File: src/sv/stz_pkg.sv
// Shared types, token kind codes and character helpers for the source tokenizer.
// No dependencies.
package stz_pkg;

    localparam int DEF_OFFSET_BITS = 24;
    localparam int DEF_LINE_BITS   = 16;
    localparam int VAL_BITS        = 63;
    localparam logic [VAL_BITS-1:0] VAL_MAX = {VAL_BITS{1'b1}};

    localparam logic [4:0] K_EOF     = 5'd0;
    localparam logic [4:0] K_NL      = 5'd1;
    localparam logic [4:0] K_SEMI    = 5'd2;
    localparam logic [4:0] K_NUM     = 5'd3;
    localparam logic [4:0] K_LDEF    = 5'd4;
    localparam logic [4:0] K_LREF    = 5'd5;
    localparam logic [4:0] K_DIR     = 5'd6;
    localparam logic [4:0] K_DOT     = 5'd7;
    localparam logic [4:0] K_IDENT   = 5'd8;
    localparam logic [4:0] K_COLON   = 5'd9;
    localparam logic [4:0] K_COMMA   = 5'd10;
    localparam logic [4:0] K_LPAREN  = 5'd11;
    localparam logic [4:0] K_RPAREN  = 5'd12;
    localparam logic [4:0] K_STAR    = 5'd13;
    localparam logic [4:0] K_HASH    = 5'd14;
    localparam logic [4:0] K_SLASH   = 5'd15;
    localparam logic [4:0] K_PLUS    = 5'd16;
    localparam logic [4:0] K_MINUS   = 5'd17;
    localparam logic [4:0] K_EQUALS  = 5'd18;
    localparam logic [4:0] K_AT      = 5'd19;
    localparam logic [4:0] K_UNKNOWN = 5'd20;

    localparam logic [7:0] CH_LF    = 8'h0A;
    localparam logic [7:0] CH_TAB   = 8'h09;
    localparam logic [7:0] CH_CR    = 8'h0D;
    localparam logic [7:0] CH_SPACE = 8'h20;
    localparam logic [7:0] CH_BAR   = 8'h7C;
    localparam logic [7:0] CH_SLASH = 8'h2F;
    localparam logic [7:0] CH_DOT   = 8'h2E;
    localparam logic [7:0] CH_COLON = 8'h3A;
    localparam logic [7:0] CH_SEMI  = 8'h3B;
    localparam logic [7:0] CH_F     = 8'h66;
    localparam logic [7:0] CH_B     = 8'h62;

    typedef enum logic [7:0] {
        S_IDLE  = 8'b0000_0001,
        S_DEC   = 8'b0000_0010,
        S_HELD  = 8'b0000_0100,
        S_SLASH = 8'b0000_1000,
        S_HEX   = 8'b0001_0000,
        S_DOT   = 8'b0010_0000,
        S_DIR   = 8'b0100_0000,
        S_IDENT = 8'b1000_0000
    } t_scan;

    // queue push control: which of the two token slots carry a token
    typedef struct packed {
        logic a;
        logic b;
    } t_push;

    function automatic logic is_dig(input logic [7:0] c);
        return c inside {[8'h30:8'h39]};
    endfunction

    function automatic logic is_alpha(input logic [7:0] c);
        return c inside {[8'h61:8'h7A], [8'h41:8'h5A]};
    endfunction

    function automatic logic id_start(input logic [7:0] c);
        return c == 8'h5F || is_alpha(c);
    endfunction

    function automatic logic id_cont(input logic [7:0] c);
        return id_start(c) || is_dig(c);
    endfunction

    // {valid, value}
    function automatic logic [4:0] hex_val(input logic [7:0] c);
        logic [4:0] r;
        r = 5'd0;
        if (is_dig(c))
            r = {1'b1, c[3:0]};
        else if (c inside {[8'h61:8'h66], [8'h41:8'h46]})
            r = {1'b1, c[3:0] + 4'd9};
        return r;
    endfunction

    function automatic logic [4:0] punct_kind(input logic [7:0] c);
        logic [4:0] k;
        case (c)
            8'h3A:   k = K_COLON;
            8'h2C:   k = K_COMMA;
            8'h28:   k = K_LPAREN;
            8'h29:   k = K_RPAREN;
            8'h2A:   k = K_STAR;
            8'h23:   k = K_HASH;
            8'h2F:   k = K_SLASH;
            8'h2B:   k = K_PLUS;
            8'h2D:   k = K_MINUS;
            8'h3D:   k = K_EQUALS;
            8'h40:   k = K_AT;
            default: k = K_UNKNOWN;
        endcase
        return k;
    endfunction

    function automatic logic ends_value(input logic [4:0] k);
        return k == K_NUM || k == K_RPAREN || k == K_LREF || k == K_DOT;
    endfunction

endpackage

File: src/sv/stz_if.sv
// Source byte channel and token channel of the tokenizer.
// Depends on stz_pkg for default widths.
interface stz_in_if;
    logic       valid;
    logic       ready;
    logic [7:0] source_byte;
    logic       end_of_input;
    modport source (output valid, source_byte, end_of_input, input ready);
    modport sink   (input valid, source_byte, end_of_input, output ready);
endinterface

interface stz_out_if #(
    parameter int OFFSET_BITS = stz_pkg::DEF_OFFSET_BITS,
    parameter int LINE_BITS   = stz_pkg::DEF_LINE_BITS
);
    logic                   valid;
    logic                   ready;
    logic [4:0]             token_kind;
    logic [62:0]            number_value;
    logic                   hex_spelled;
    logic [3:0]             label_digit;
    logic                   label_forward;
    logic [LINE_BITS-1:0]   token_line;
    logic [LINE_BITS-1:0]   token_column;
    logic [OFFSET_BITS-1:0] token_offset;
    logic [OFFSET_BITS-1:0] token_length;
    logic                   last_of_run;
    modport source (output valid, token_kind, number_value, hex_spelled, label_digit,
                    label_forward, token_line, token_column, token_offset, token_length,
                    last_of_run, input ready);
    modport sink   (input valid, token_kind, number_value, hex_spelled, label_digit,
                    label_forward, token_line, token_column, token_offset, token_length,
                    last_of_run, output ready);
endinterface

File: src/sv/assembler_source_tokenizer.sv
// Top level of the assembler source tokenizer: scanner state and token assembly.
// Depends on stz_pkg, stz_if (channels) and stz_queue (token queue).
//
// Takes one source byte per request and emits tokens (kind, value, label digit and
// direction, line, column, byte offset and raw length). All decisions for a byte are
// made combinationally from the registered scanner state, so a byte is accepted every
// cycle while the token queue has room for two more tokens. A byte yields zero, one
// or two tokens; the queue drains one token per cycle, so the sustained rate is one
// byte per cycle unless two-token bytes arrive back to back or the sink stalls.
// An end-of-input request flushes the pending token, emits EOF (last_of_run set)
// and returns the scanner to its reset state. Values saturate at 2^63-1, line and
// column at 2^LINE_BITS-1, offset and length at 2^OFFSET_BITS-1.
module assembler_source_tokenizer #(
    parameter int OFFSET_BITS = stz_pkg::DEF_OFFSET_BITS,
    parameter int LINE_BITS   = stz_pkg::DEF_LINE_BITS
) (
    input  logic      i_clk,
    input  logic      i_rst_n,
    stz_in_if.sink    i_src,
    stz_out_if.source o_tok
);
    import stz_pkg::*;

    localparam int OB = OFFSET_BITS;
    localparam int LB = LINE_BITS;
    localparam int W  = 5 + VAL_BITS + 1 + 4 + 1 + 2*LB + 2*OB;

    // scanner state
    t_scan         r_state, n_state;
    logic          r_cmt, n_cmt;
    logic [62:0]   r_acc, n_acc;
    logic          r_one, n_one;       // exactly one digit so far
    logic          r_fwd, n_fwd;       // held letter was 'f'
    logic [OB-1:0] r_soff, n_soff, r_hoff, n_hoff, r_coff, n_coff, r_len, n_len;
    logic [LB-1:0] r_sln, n_sln, r_scol, n_scol, r_hln, n_hln, r_hcol, n_hcol;
    logic [LB-1:0] r_cln, n_cln, r_ccol, n_ccol;
    logic          r_pval, n_pval;     // previous token ended in a value

    // token slots: A from the pending token, B from a fresh start or EOF
    logic          a_v, b_v;
    logic [4:0]    a_k, b_k;
    logic [62:0]   a_val;
    logic          a_hex, a_fwd;
    logic [3:0]    a_dig;
    logic [LB-1:0] a_ln, a_col, b_ln, b_col;
    logic [OB-1:0] a_off, a_len, b_off, b_len;

    logic          w_acc, w_room, do_idle;
    logic [7:0]    c;
    logic [66:0]   w_dec;
    logic [62:0]   w_dec_sat, w_hex_sat;
    logic [4:0]    w_hv;
    logic [W-1:0]  w_qout;
    t_push         w_push;

    function automatic logic [OB-1:0] inc_o(input logic [OB-1:0] v);
        return (&v) ? v : v + 1'b1;
    endfunction
    function automatic logic [LB-1:0] inc_l(input logic [LB-1:0] v);
        return (&v) ? v : v + 1'b1;
    endfunction

    assign c     = i_src.source_byte;
    assign i_src.ready = w_room;
    assign w_acc = i_src.valid && w_room;
    assign w_hv  = hex_val(c);
    assign w_dec = ({4'd0, r_acc} << 3) + ({4'd0, r_acc} << 1) + {63'd0, c[3:0]};
    assign w_dec_sat = (w_dec > {4'd0, VAL_MAX}) ? VAL_MAX : w_dec[62:0];
    assign w_hex_sat = (r_acc[62:59] != 4'd0) ? VAL_MAX : {r_acc[58:0], w_hv[3:0]};

    always_comb begin
        n_state = r_state; n_cmt = r_cmt; n_acc = r_acc; n_one = r_one; n_fwd = r_fwd;
        n_soff = r_soff; n_sln = r_sln; n_scol = r_scol;
        n_hoff = r_hoff; n_hln = r_hln; n_hcol = r_hcol;
        n_coff = r_coff; n_cln = r_cln; n_ccol = r_ccol;
        n_len = r_len; n_pval = r_pval;
        a_v = 1'b0; a_k = K_EOF; a_val = '0; a_hex = 1'b0; a_dig = '0; a_fwd = 1'b0;
        a_ln = r_sln; a_col = r_scol; a_off = r_soff; a_len = r_len;
        b_v = 1'b0; b_k = K_EOF; b_ln = r_cln; b_col = r_ccol; b_off = r_coff; b_len = '0;
        do_idle = 1'b0;

        if (i_src.end_of_input) begin
            // complete the pending token as if nothing followed
            a_v = !r_cmt && r_state != S_IDLE;
            case (r_state)
                S_DEC:   begin a_k = K_NUM; a_val = r_acc; end
                S_HEX:   begin a_k = K_NUM; a_val = r_acc; a_hex = 1'b1; end
                S_HELD:  begin
                    a_k = K_LREF; a_dig = r_acc[3:0]; a_fwd = r_fwd;
                    a_len = OB'(2);
                end
                S_SLASH: a_k = K_SLASH;
                S_DOT:   a_k = K_DOT;
                S_DIR:   a_k = K_DIR;
                S_IDENT: a_k = K_IDENT;
                default: a_k = K_EOF;
            endcase
            b_v = 1'b1;
            n_state = S_IDLE; n_cmt = 1'b0; n_acc = '0; n_one = 1'b0; n_fwd = 1'b0;
            n_soff = '0; n_sln = LB'(1); n_scol = LB'(1);
            n_hoff = '0; n_hln = LB'(1); n_hcol = LB'(1);
            n_coff = '0; n_cln = LB'(1); n_ccol = LB'(1);
            n_len = '0; n_pval = 1'b0;
        end else begin
            if (r_cmt) begin
                if (c == CH_LF) begin
                    n_cmt = 1'b0;
                    do_idle = 1'b1;
                end
            end else begin
                case (r_state)
                    S_IDLE: do_idle = 1'b1;
                    S_DEC: begin
                        if (is_dig(c)) begin
                            n_acc = w_dec_sat; n_one = 1'b0; n_len = inc_o(r_len);
                        end else if (r_one && c == CH_COLON) begin
                            a_v = 1'b1; a_k = K_LDEF; a_dig = r_acc[3:0]; a_len = OB'(2);
                            n_state = S_IDLE;
                        end else if (r_one && (c == CH_F || c == CH_B)) begin
                            n_fwd = c == CH_F;
                            n_hoff = r_coff; n_hln = r_cln; n_hcol = r_ccol;
                            n_state = S_HELD;
                        end else begin
                            a_v = 1'b1; a_k = K_NUM; a_val = r_acc;
                            n_state = S_IDLE;
                            if (c == CH_DOT) a_len = inc_o(r_len);
                            else do_idle = 1'b1;
                        end
                    end
                    S_HELD: begin
                        a_v = 1'b1;
                        if (id_cont(c)) begin
                            // single-digit number, identifier starts at the letter
                            a_k = K_NUM; a_val = r_acc; a_len = OB'(1);
                            n_soff = r_hoff; n_sln = r_hln; n_scol = r_hcol;
                            n_len = OB'(2); n_state = S_IDENT;
                        end else begin
                            a_k = K_LREF; a_dig = r_acc[3:0]; a_fwd = r_fwd; a_len = OB'(2);
                            n_state = S_IDLE; do_idle = 1'b1;
                        end
                    end
                    S_SLASH: begin
                        if (w_hv[4]) begin
                            n_acc = {59'd0, w_hv[3:0]}; n_len = OB'(2); n_state = S_HEX;
                        end else begin
                            a_v = 1'b1; a_k = K_SLASH; a_len = OB'(1);
                            n_state = S_IDLE; do_idle = 1'b1;
                        end
                    end
                    S_HEX: begin
                        if (w_hv[4]) begin
                            n_acc = w_hex_sat; n_len = inc_o(r_len);
                        end else begin
                            a_v = 1'b1; a_k = K_NUM; a_val = r_acc; a_hex = 1'b1;
                            n_state = S_IDLE; do_idle = 1'b1;
                        end
                    end
                    S_DOT: begin
                        if (id_start(c)) begin
                            n_len = OB'(2); n_state = S_DIR;
                        end else begin
                            a_v = 1'b1; a_k = K_DOT; a_len = OB'(1);
                            n_state = S_IDLE; do_idle = 1'b1;
                        end
                    end
                    S_DIR, S_IDENT: begin
                        if (id_cont(c)) begin
                            n_len = inc_o(r_len);
                        end else begin
                            a_v = 1'b1; a_k = (r_state == S_DIR) ? K_DIR : K_IDENT;
                            n_state = S_IDLE; do_idle = 1'b1;
                        end
                    end
                    default: begin
                        n_state = S_IDLE; do_idle = 1'b1;
                    end
                endcase
            end

            if (do_idle) begin
                if (c == CH_BAR) begin
                    n_cmt = 1'b1;
                end else if (!(c == CH_SPACE || c == CH_TAB || c == CH_CR)) begin
                    n_soff = r_coff; n_sln = r_cln; n_scol = r_ccol; n_len = OB'(1);
                    b_len = OB'(1);
                    if (c == CH_LF) begin
                        b_v = 1'b1; b_k = K_NL;
                    end else if (c == CH_SEMI) begin
                        b_v = 1'b1; b_k = K_SEMI;
                    end else if (is_dig(c)) begin
                        n_acc = {59'd0, c[3:0]}; n_one = 1'b1; n_state = S_DEC;
                    end else if (c == CH_SLASH && !(a_v ? ends_value(a_k) : r_pval)) begin
                        n_state = S_SLASH;
                    end else if (c == CH_DOT) begin
                        n_state = S_DOT;
                    end else if (id_start(c)) begin
                        n_state = S_IDENT;
                    end else begin
                        b_v = 1'b1; b_k = punct_kind(c);
                    end
                end
            end

            if (b_v) n_pval = ends_value(b_k);
            else if (a_v) n_pval = ends_value(a_k);

            if (c == CH_LF) begin
                n_cln = inc_l(r_cln); n_ccol = LB'(1);
            end else begin
                n_ccol = inc_l(r_ccol);
            end
            n_coff = inc_o(r_coff);
        end
    end

    always_ff @(posedge i_clk) begin
        if (!i_rst_n) begin
            r_state <= S_IDLE; r_cmt <= 1'b0; r_acc <= '0; r_one <= 1'b0; r_fwd <= 1'b0;
            r_soff <= '0; r_sln <= LB'(1); r_scol <= LB'(1);
            r_hoff <= '0; r_hln <= LB'(1); r_hcol <= LB'(1);
            r_coff <= '0; r_cln <= LB'(1); r_ccol <= LB'(1);
            r_len <= '0; r_pval <= 1'b0;
        end else if (w_acc) begin
            r_state <= n_state; r_cmt <= n_cmt; r_acc <= n_acc; r_one <= n_one;
            r_fwd <= n_fwd;
            r_soff <= n_soff; r_sln <= n_sln; r_scol <= n_scol;
            r_hoff <= n_hoff; r_hln <= n_hln; r_hcol <= n_hcol;
            r_coff <= n_coff; r_cln <= n_cln; r_ccol <= n_ccol;
            r_len <= n_len; r_pval <= n_pval;
        end
    end

    assign w_push.a = w_acc && a_v;
    assign w_push.b = w_acc && b_v;

    // entry: kind, value, hex, digit, forward, line, column, offset, length, last
    stz_queue #(.W(W + 1)) u_queue (
        .i_clk   (i_clk),
        .i_rst_n (i_rst_n),
        .i_push  (w_push),
        .i_tok_a ({a_k, a_val, a_hex, a_dig, a_fwd, a_ln, a_col, a_off, a_len, !b_v}),
        .i_tok_b ({b_k, 63'd0, 1'b0, 4'd0, 1'b0, b_ln, b_col, b_off, b_len, 1'b1}),
        .o_room2 (w_room),
        .o_valid (o_tok.valid),
        .i_ready (o_tok.ready),
        .o_tok   ({w_qout, o_tok.last_of_run})
    );

    assign {o_tok.token_kind, o_tok.number_value, o_tok.hex_spelled, o_tok.label_digit,
            o_tok.label_forward, o_tok.token_line, o_tok.token_column,
            o_tok.token_offset, o_tok.token_length} = w_qout;

    a_cmt_idle: assert property (@(posedge i_clk) disable iff (!i_rst_n)
        r_cmt |-> r_state == S_IDLE) else $error("comment while token pending");
    a_eoi_reset: assert property (@(posedge i_clk) disable iff (!i_rst_n)
        (w_acc && i_src.end_of_input) |=> (r_state == S_IDLE && r_coff == '0))
        else $error("end of input did not reset scanner");
    a_one_dec: assert property (@(posedge i_clk) disable iff (!i_rst_n)
        r_state == S_HELD |-> r_acc <= 63'd9) else $error("held label not one digit");

endmodule

File: src/sv/stz_queue.sv
// Four-entry token queue taking up to two tokens per cycle, one out per cycle while i_ready is high.
// Depends on stz_pkg (t_push).
module stz_queue #(
    parameter int W = 8
) (
    input  logic                 i_clk,
    input  logic                 i_rst_n,
    input  stz_pkg::t_push       i_push,
    input  logic [W-1:0]         i_tok_a,
    input  logic [W-1:0]         i_tok_b,
    output logic                 o_room2,
    output logic                 o_valid,
    input  logic                 i_ready,
    output logic [W-1:0]         o_tok
);
    import stz_pkg::*;

    logic [W-1:0] r_mem [4];
    logic [2:0]   r_wp, r_rp;
    logic [2:0]   n_wp, n_rp;
    logic [2:0]   w_count;
    logic         w_pop;

    assign w_count = r_wp - r_rp;
    assign o_room2 = w_count <= 3'd2;
    assign o_valid = w_count != 3'd0;
    assign o_tok   = r_mem[r_rp[1:0]];
    assign w_pop   = o_valid && i_ready;

    always_comb begin
        n_rp = r_rp + {2'd0, w_pop};
        n_wp = r_wp + {2'd0, i_push.a} + {2'd0, i_push.b};
    end

    always_ff @(posedge i_clk) begin
        if (!i_rst_n) begin
            r_wp <= '0;
            r_rp <= '0;
        end else begin
            r_wp <= n_wp;
            r_rp <= n_rp;
        end
        if (i_push.a)
            r_mem[r_wp[1:0]] <= i_tok_a;
        if (i_push.b && i_push.a)
            r_mem[2'(r_wp[1:0] + 2'd1)] <= i_tok_b;
        else if (i_push.b)
            r_mem[r_wp[1:0]] <= i_tok_b;
    end

    a_count_bound: assert property (@(posedge i_clk) disable iff (!i_rst_n)
        w_count <= 3'd4) else $error("queue overfilled");
    a_push_room: assert property (@(posedge i_clk) disable iff (!i_rst_n)
        (i_push.a || i_push.b) |-> w_count <= 3'd2) else $error("push without room");
    a_pop_moves: assert property (@(posedge i_clk) disable iff (!i_rst_n)
        w_pop |=> r_rp == $past(r_rp) + 3'd1) else $error("read pointer slip");

endmodule
File: src/flat_wrapper.sv
// flat-port wrapper written by rule: the top's interface ports become plain ports
module assembler_source_tokenizer_flat import stz_pkg::*;
#(
    parameter int OFFSET_BITS = stz_pkg::DEF_OFFSET_BITS,
    parameter int LINE_BITS   = stz_pkg::DEF_LINE_BITS
)
  (i_clk, i_rst_n, i_src_valid, i_src_source_byte, i_src_end_of_input, i_src_ready, o_tok_valid, o_tok_token_kind, o_tok_number_value, o_tok_hex_spelled, o_tok_label_digit, o_tok_label_forward, o_tok_token_line, o_tok_token_column, o_tok_token_offset, o_tok_token_length, o_tok_last_of_run, o_tok_ready);
  stz_in_if i_src_i ();
  stz_out_if #(.OFFSET_BITS(OFFSET_BITS), .LINE_BITS(LINE_BITS)) o_tok_i ();
  input  logic i_clk;
  input  logic i_rst_n;
  input wire logic [$bits(i_src_i.valid)-1:0] i_src_valid;
  input wire logic [$bits(i_src_i.source_byte)-1:0] i_src_source_byte;
  input wire logic [$bits(i_src_i.end_of_input)-1:0] i_src_end_of_input;
  output wire logic [$bits(i_src_i.ready)-1:0] i_src_ready;
  output wire logic [$bits(o_tok_i.valid)-1:0] o_tok_valid;
  output wire logic [$bits(o_tok_i.token_kind)-1:0] o_tok_token_kind;
  output wire logic [$bits(o_tok_i.number_value)-1:0] o_tok_number_value;
  output wire logic [$bits(o_tok_i.hex_spelled)-1:0] o_tok_hex_spelled;
  output wire logic [$bits(o_tok_i.label_digit)-1:0] o_tok_label_digit;
  output wire logic [$bits(o_tok_i.label_forward)-1:0] o_tok_label_forward;
  output wire logic [$bits(o_tok_i.token_line)-1:0] o_tok_token_line;
  output wire logic [$bits(o_tok_i.token_column)-1:0] o_tok_token_column;
  output wire logic [$bits(o_tok_i.token_offset)-1:0] o_tok_token_offset;
  output wire logic [$bits(o_tok_i.token_length)-1:0] o_tok_token_length;
  output wire logic [$bits(o_tok_i.last_of_run)-1:0] o_tok_last_of_run;
  input wire logic [$bits(o_tok_i.ready)-1:0] o_tok_ready;
  assign i_src_i.valid = i_src_valid;
  assign i_src_i.source_byte = i_src_source_byte;
  assign i_src_i.end_of_input = i_src_end_of_input;
  assign i_src_ready = i_src_i.ready;
  assign o_tok_valid = o_tok_i.valid;
  assign o_tok_token_kind = o_tok_i.token_kind;
  assign o_tok_number_value = o_tok_i.number_value;
  assign o_tok_hex_spelled = o_tok_i.hex_spelled;
  assign o_tok_label_digit = o_tok_i.label_digit;
  assign o_tok_label_forward = o_tok_i.label_forward;
  assign o_tok_token_line = o_tok_i.token_line;
  assign o_tok_token_column = o_tok_i.token_column;
  assign o_tok_token_offset = o_tok_i.token_offset;
  assign o_tok_token_length = o_tok_i.token_length;
  assign o_tok_last_of_run = o_tok_i.last_of_run;
  assign o_tok_i.ready = o_tok_ready;
  assembler_source_tokenizer #(.OFFSET_BITS(OFFSET_BITS), .LINE_BITS(LINE_BITS)) u_core (.i_clk(i_clk), .i_rst_n(i_rst_n), .i_src(i_src_i), .o_tok(o_tok_i));
endmodule
File: config.mk
export PLATFORM = sky130hd
export DESIGN_NAME = assembler_source_tokenizer_flat
export DESIGN_NICKNAME = d
export VERILOG_FILES = /design/src/sv/stz_pkg.sv /design/src/sv/stz_if.sv /design/src/sv/assembler_source_tokenizer.sv /design/src/sv/stz_queue.sv /design/src/flat_wrapper.sv
export SDC_FILE = /design/constraint.sdc
export NUM_CORES = 2
export LEC_CHECK = 0
export BUFFER_PORTS_ARGS = -buffer_cell sky130_fd_sc_hd__buf_2
export CAP_MARGIN = 30
export CORE_ASPECT_RATIO = 1.1
export CORE_MARGIN = 3
export CORE_UTILIZATION = 45
export CTS_CLUSTER_SIZE = 10
export DETAILED_ROUTE_END_ITERATION = 6
export PLACE_DENSITY = 0.6
export RECOVER_POWER = 25
export SLEW_MARGIN = 25
export SYNTH_ARGS = -nofsm -noshare
export SYNTH_HDL_FRONTEND = slang
export SYNTH_SLANG_ARGS = --single-unit
File: constraint.sdc
create_clock -name i_clk -period 6.1 [get_ports i_clk]
set_input_delay 0.305 -clock i_clk [delete_from_list [all_inputs] [get_ports i_clk]]
set_output_delay 0.305 -clock i_clk [all_outputs]
set_load 0.03 [all_outputs]
# --- After elaboration in Yosys (flattened, before gate mapping) ---
# Memories as Yosys holds them, arrays and structs flattened. A register that Yosys moved wholly into a read port is not among the register bits.
# Cells that the tools add are included.
op_classes:
  n_eq_ne: 44
  bitwise: 1
  muxes: 223
  add_sub_neg: 12
  order_cmp: 10
  reduce_logical: 47
ops:
  columns: ["operator", "n"]
  rows:
  - ["63-bit two-way mux", 21]
  - ["24-bit two-way mux", 39]
  - ["16-bit two-way mux", 32]
  - ["63-bit case mux with 3 select lines", 2]
  - ["155-bit two-way mux", 1]
  - ["24-bit case mux with 6 select lines", 1]
  - ["8-bit two-way mux", 16]
  - ["8-bit by 6-bit == test with 1-bit output, second input constant", 14]
  - ["5-bit two-way mux", 20]
  - ["24-bit case mux with 4 select lines", 1]
  - ["66-bit by 64-bit adder with 67-bit output", 1]
  - ["67-bit by 4-bit adder with 67-bit output", 1]
  - ["67-bit by 63-bit > comparator with 1-bit output, second input constant", 1]
  - ["1-bit two-way mux", 67]
  - ["8-bit case mux with 7 select lines", 1]
  - ["5-bit case mux with 11 select lines", 1]
  - ["24-bit by 1-bit adder with 24-bit output, second input constant", 2]
  - ["8-bit by 7-bit == test with 1-bit output, second input constant", 6]
  - ["24-bit AND reduction", 2]
  - ["16-bit by 1-bit adder with 16-bit output, second input constant", 2]
  - ["8-bit by 4-bit == test with 1-bit output, second input constant", 4]
  - ["8-bit by 7-bit <= comparator with 1-bit output, second input constant", 4]
  - ["4-bit two-way mux", 8]
  - ["16-bit AND reduction", 2]
  - ["39 further kinds", 88]
totals:
  inputBits: 13
  out_inout_bits: 157
  mem_bits_rw: 620
  word_cells: 356
  register_bits: 273
  n_memories: 1
memory_table:
  columns: ["name", "words", "word_bits", "rd", "rd_clocked_by_memory_dff", "write_ports", "line_no", "rtl"]
  rows:
  - ["u_core.u_queue.r_mem", 4, 155, 1, 1, 2, "stz_queue.sv:18", "logic [W-1:0] r_mem [4];"]

# --- Logic depth before layout (Yosys ltp) ---
depth:
  depth_word: 30
  depth_mapped: 19
  depth_no_buf: 15

# --- By module ---
# Synthesis repeated with hierarchy kept, for this count alone.
unflattened:
  hier_cells: 4480
  area_unflattened_um2: 51440.6
modules_own_cells:
  columns: ["mod", "seq_area_each_um2", "instances", "cells_each", "area_per_inst_um2"]
  rows:
  - ["stz_queue", 18738.0, 1, 1546, 30399.2]
  - ["assembler_source_tokenizer", 5345.1, 1, 2934, 21041.4]

# --- Worst setup path before layout ---
# Ideal clock, no wire load.
synth_timing:
  kind: "register -> register"
  from: "register u_core.u_queue.r_rp[1]"
  to: "memory u_core.u_queue.r_mem[0][150] in the netlist's numbering (enable)"
  stages_incl_launch_ff: 19
  arrival_ps: 5218
  n_path_buf: 6
  setup_time_ps: 389
  period_less_slack_ps: 5607
  required_time_ps: 5711
  setup_slack_ps: 493
  cell_sequence: "dfxtp_1 buf_1 clkbuf_1 clkbuf_1 inv_1 fa_1 xnor3_1 a21oi_1 nand2_1 a311o_1 a31o_2 inv_2 and3_1 clkbuf_1 nand2_1 and2_1 buf_2 buf_4 inv_2"
synth_rtl:
  columns: ["element", "line_no", "rtl"]
  rows:
  - ["start, declared", "stz_queue.sv:19", "logic [2:0] r_wp, r_rp;"]
  - ["start signal, assigned", "stz_queue.sv:41", "r_rp <= n_rp;"]
  - ["end, declared", "stz_queue.sv:18", null]

# --- Worst setup path in the final report ---
layout_timing:
  from: "register u_core.r_state[5]"
  to: "register u_core.r_acc[9]"
layout_via:
  elab_chain_cells: 10
  word_cells_on_any_way: 21
  cone_classes: "eq/ne (7); mux (12); reduce/logical (2)"
layout_lines:
  columns: ["element", "line_no", "rtl"]
  rows:
  - ["start, declared", "assembler_source_tokenizer.sv:29", "t_scan r_state, n_state;"]
  - ["start signal, assigned", "assembler_source_tokenizer.sv:224", "r_state <= n_state; r_cmt <= n_cmt; r_acc <= n_acc; r_one <= n_one;"]
  - ["8-bit by 5-bit == test with 1-bit output, or another cell as far along", "assembler_source_tokenizer.sv:111", "case (r_state)"]
  - ["63-bit case mux with 3 select lines", "assembler_source_tokenizer.sv:111", null]
  - ["63-bit two-way mux", "assembler_source_tokenizer.sv:105", "if (r_cmt) begin"]
  - ["63-bit two-way mux", "assembler_source_tokenizer.sv:190", "end else if (is_dig(c)) begin"]
  - ["63-bit two-way mux", "assembler_source_tokenizer.sv:188", "end else if (c == CH_SEMI) begin"]
  - ["63-bit two-way mux", "assembler_source_tokenizer.sv:186", "if (c == CH_LF) begin"]
  - ["63-bit two-way mux", "assembler_source_tokenizer.sv:183", "end else if (!(c == CH_SPACE || c == CH_TAB || c == CH_CR)) begin"]
  - ["63-bit two-way mux", "assembler_source_tokenizer.sv:181", "if (c == CH_BAR) begin"]
  - ["63-bit two-way mux (*)", "assembler_source_tokenizer.sv:180", "if (do_idle) begin"]
  - ["63-bit two-way mux (*)", "assembler_source_tokenizer.sv:82", "if (i_src.end_of_input) begin"]
  - ["end signal, assigned", "assembler_source_tokenizer.sv:224", null]
  - ["end, declared", "assembler_source_tokenizer.sv:31", "logic [62:0] r_acc, n_acc;"]
# Mark *: on every way between the ends. The rest lies on a longest branch, timed or not. The select of a mux whose other input is x is not followed.
# A chain may end at the register's enable or synchronous reset.

==> impl_metrics.py <==
metrics = {
    "setup_path": {
        "end_kind": "flip-flop",
        "required_ps": 6710,
        "reg2reg_slack_ps": 530,
        "cp.arrival_ps": 6180,
        "path_max_fanout": 26,
        "r2r_end": "u_core.r_acc[9]$_SDFFE_PN0P_",
        "reg2regPathDepth": 12,
        "critPathLaunchType": "flip-flop",
        "worstSetupPathType": "flip-flop to flip-flop",
        "r2r-start": "u_core.r_state[5]$_SDFFE_PN0P_",
    },
    "synth": {
        "yosysWarnings": 0,
        "yosys.area.top_type_share_pct": 28.1,
        "synth_top_family_by_area": "compound AO/OA/AOI/OAI gates",
        "yosys.area_share.simple_pct": 11.6,
        "yosys.area_share.xor_xnor_pct": 2.03,
        "synth_fa_ha_area_share_pct": 3.91,
        "ys_ff_latch": 893,
        "yosysTopAreaCell": "dfxtp_1",
        "synthArstFlopShare_pct": 0,
        "ys.flop_type": "dfxtp_1",
        "syn-num-nets": 4663,
        "synthCells": 4509,
        "syn_area_um2": 45900,
        "synth_mux_area_share_pct": 8.97,
        "synth_edf_count": 248,
        "syn_area_per_cell_um2": 10.2,
        "synth-compound-area-share_pct": 24.5,
        "synth_area_leaders": "dfxtp_1, edfxtp_1, a22o_1, mux4_2, ha_1",
        "ys_seq_area_share_pct": 44.4,
        "synth_cell_types": 113,
    },
    "finish": {
        "area_growth_syn_to_layout_pct": 9.38,
        "drive_gt1_share_pct": 9.96,
        "n_fill_cell": 9298,
        "final_util_pct": 49.7,
        "stdcell_count": 5859,
        "nNetsFinal": 4588,
        "layout_commonest_cell": "dfxtp_1",
        "fin_area_um2": 50200,
        "mostFrequentLayoutCells": "dfxtp_1, a22o_1, nor2_1",
    },
    "timing": {
        "final.period_utilization_pct": 91.3,
        "timing.fmax_mhz": 179,
        "fin_crit_ps": 5570,
        "slew_viol_final": 364,
        "finalSetupViolCount": 0,
        "relSlewSlack_pct": -59.9,
        "hold_viol_final": 0,
        "fin_worst_skew_ps": 36.4,
        "finalSetupTns_ps": 0,
        "worst_pin_slew_ps": 2400,
        "rsz0062_at_grt": "false",
    },
    "routing": {
        "routed_wl_um": 143000,
        "first_iter_violations": 3329,
        "postRouteAntennaNets": 0,
        "num_vias": 37300,
        "drt-pass1-iter-count": 5,
        "via_per_inst": 6.36,
        "drcViolationCount": 0,
        "avgRoutedWirePerCell_um": 24.5,
    },
    "cts": {
        "cts_resized": 0,
        "post_cts_buffers": 0,
        "cts_max_level": 3,
        "cts-root-buf": "clkbuf_16",
        "cts_num_sinks": 893,
        "clk_latency_ps": 700,
        "cts_tree": "built",
        "cts_inserted_buffers": 102,
        "clk_path_buf_depth": 3,
        "hold_buffers": 0,
        "path_clk_slew_ps": 60,
    },
    "grt": {
        "grt.overflow.total": 0,
        "grt_pass1_vias": 36100,
        "grt_start_max_net_pins": 109,
        "grt_pass1_wl_um": 220000,
        "grt_antenna_before_repair": 6,
        "grtUsageTotal_pct": 26.5,
    },
    "pwr": {
        "power_mw": 16.7,
        "p_leak_nw": 17.7,
        "ir_drop_mv": 0.304,
        "p_per_area_nw_per_um2": 333,
    },
    "floorplan": {
        "die_y_um": 341,
        "initial_core_util_pct": 45.5,
        "die-area_um2": 106000,
        "core_um2": 101000,
        "io-pin-count": 170,
        "die_x_um": 310,
        "rows": 122,
    },
    "place": {
        "routabilityCongestion": 0.923,
        "io_buffer_count": 169,
        "dpl-instance-area_um2": 47400,
        "dpl.hpwl_um": 88500,
        "placed_cells": 5686,
    },
    "job": {
        "maxCapViolations": 7,
    },
    "hold_path": {
        "min-delay-start": "i_src_end_of_input",
        "min_path_type": "input pin to flip-flop",
        "hold_path_depth": 4,
        "worstHoldEndpoint": "u_core.b_off[0]$_SDFFE_PN0P_",
    },
    "status": {
        "status": "complete, but fails checks",
        "violations": "capacitance limit, slew limit",
    },
}
==> power breakdown <==
group	internal, mW	total, mW	leakage (nW)	switching (mW)
combinational	1.16	4.38	8.79	3.22
sequential	6.56	6.74	7.47	0.176
clock	3.14	5.58	1.41	2.44
total	10.9	16.7	17.7	5.83
==> state kept, by name, indices dropped and copies added (netlist names) <==
register	cells
u_core.a_col	16
u_core.a_ln	16
u_core.a_off	24
u_core.b_col	16
u_core.b_ln	16
u_core.b_off	24
u_core.r_acc	63
u_core.r_cmt	1
u_core.r_fwd	1
u_core.r_hcol	16
u_core.r_hln	16
u_core.r_hoff	24
u_core.r_len	24
u_core.r_one	1
u_core.r_pval	1
u_core.r_state	8
u_core.u_queue.r_mem	620
u_core.u_queue.r_rp	3
u_core.u_queue.r_wp	3
==> per-stage QoR <==
stage | setup WS, ps | hold WS (ps)
final | 529 | 75.7
after global routing | 365 | 85.4
after CTS | 912 | 25.0
after detailed placement | 771 | 443
after global placement | 852 | 440
after floorplan | 493 | 427
==> worst max-delay path by stage <==
stage / from / end / depth (start not counted)
2_1_floorplan: u_core.u_queue.r_rp[1]$_SDFF_PN0_ / u_core.u_queue.r_mem[0][150]$_DFFE_PP_ / 18
3_3_place_gp: i_src_source_byte[3] / u_core.r_acc[39]$_SDFFE_PN0P_ / 16
3_5_place_dp: i_src_source_byte[3] / u_core.r_acc[18]$_SDFFE_PN0P_ / 16
4_1_cts: u_core.r_acc[0]$_SDFFE_PN0P_ / u_core.r_acc[18]$_SDFFE_PN0P_ / 15
5_1_grt: u_core.u_queue.r_rp[0]$_SDFF_PN0_ / o_tok_number_value[1] / 5
6_report: u_core.r_state[5]$_SDFFE_PN0P_ / u_core.r_acc[9]$_SDFFE_PN0P_ / 12
==> worst max-delay path, stage by stage (launching register included) <==
cell and delay (ps):
dfxtp_1 400, nor4_4 480, nand3_1 420, and2_0 350, a31o_1 320, a2111oi_0 1620
o21ai_1 620, o21ai_2 330, buf_4 260, and2_1 150, buf_4 320, a21oi_1 110
o21ai_0 80
==> cell usage after synthesis (all sizes together), types with 51 or more instances <==
cell     count
mux2i       58
a22oi       71
nor3        81
o21a        51
a211oi      75
a22o       484
buf        124
clkbuf     308
nand3       95
nand2      234
ha         137
nor2       443
dfxtp      645
o2bb2ai    100
nand4       59
a21oi      308
mux4       155
o21ai      207
xor2        54
edfxtp     248
==> cells by family (layout without fill, tap and decap cells) <==
kind of cell / after synthesis / in the layout
and+or+nand+nor: 1117 / 1117
AOI/OAI and AO/OA: 1555 / 1555
adders and majority gates: 141 / 141
xor gates and xnor gates: 105 / 105
muxes: 217 / 217
DFF: 893 / 893
other: 0 / 5
buffers and inverters: 481 / 462
==> layout make-up <==
cell class                 instances  area [um2]  area share [%]
sequential                       893       20400            40.6
clock inverter                    11         129           0.257
clock buffer                     149        2790            5.56
timing repair buffer             253        1480            2.95
multi-input combinational       3135       23500            46.8
tap                             1364        1710            3.40
antenna                            5        12.5          0.0249
inverter                          49         193           0.384
==> layer usage <==
metal	vias up	wire [um]	GRT usage [%]
met5	-	13	0
met4	2	5250	10.3
met3	322	10300	3.90
met2	1478	67900	43.7
met1	18400	60000	35.0
li1	17100	-	-
(Power assumes the default switching activity.)
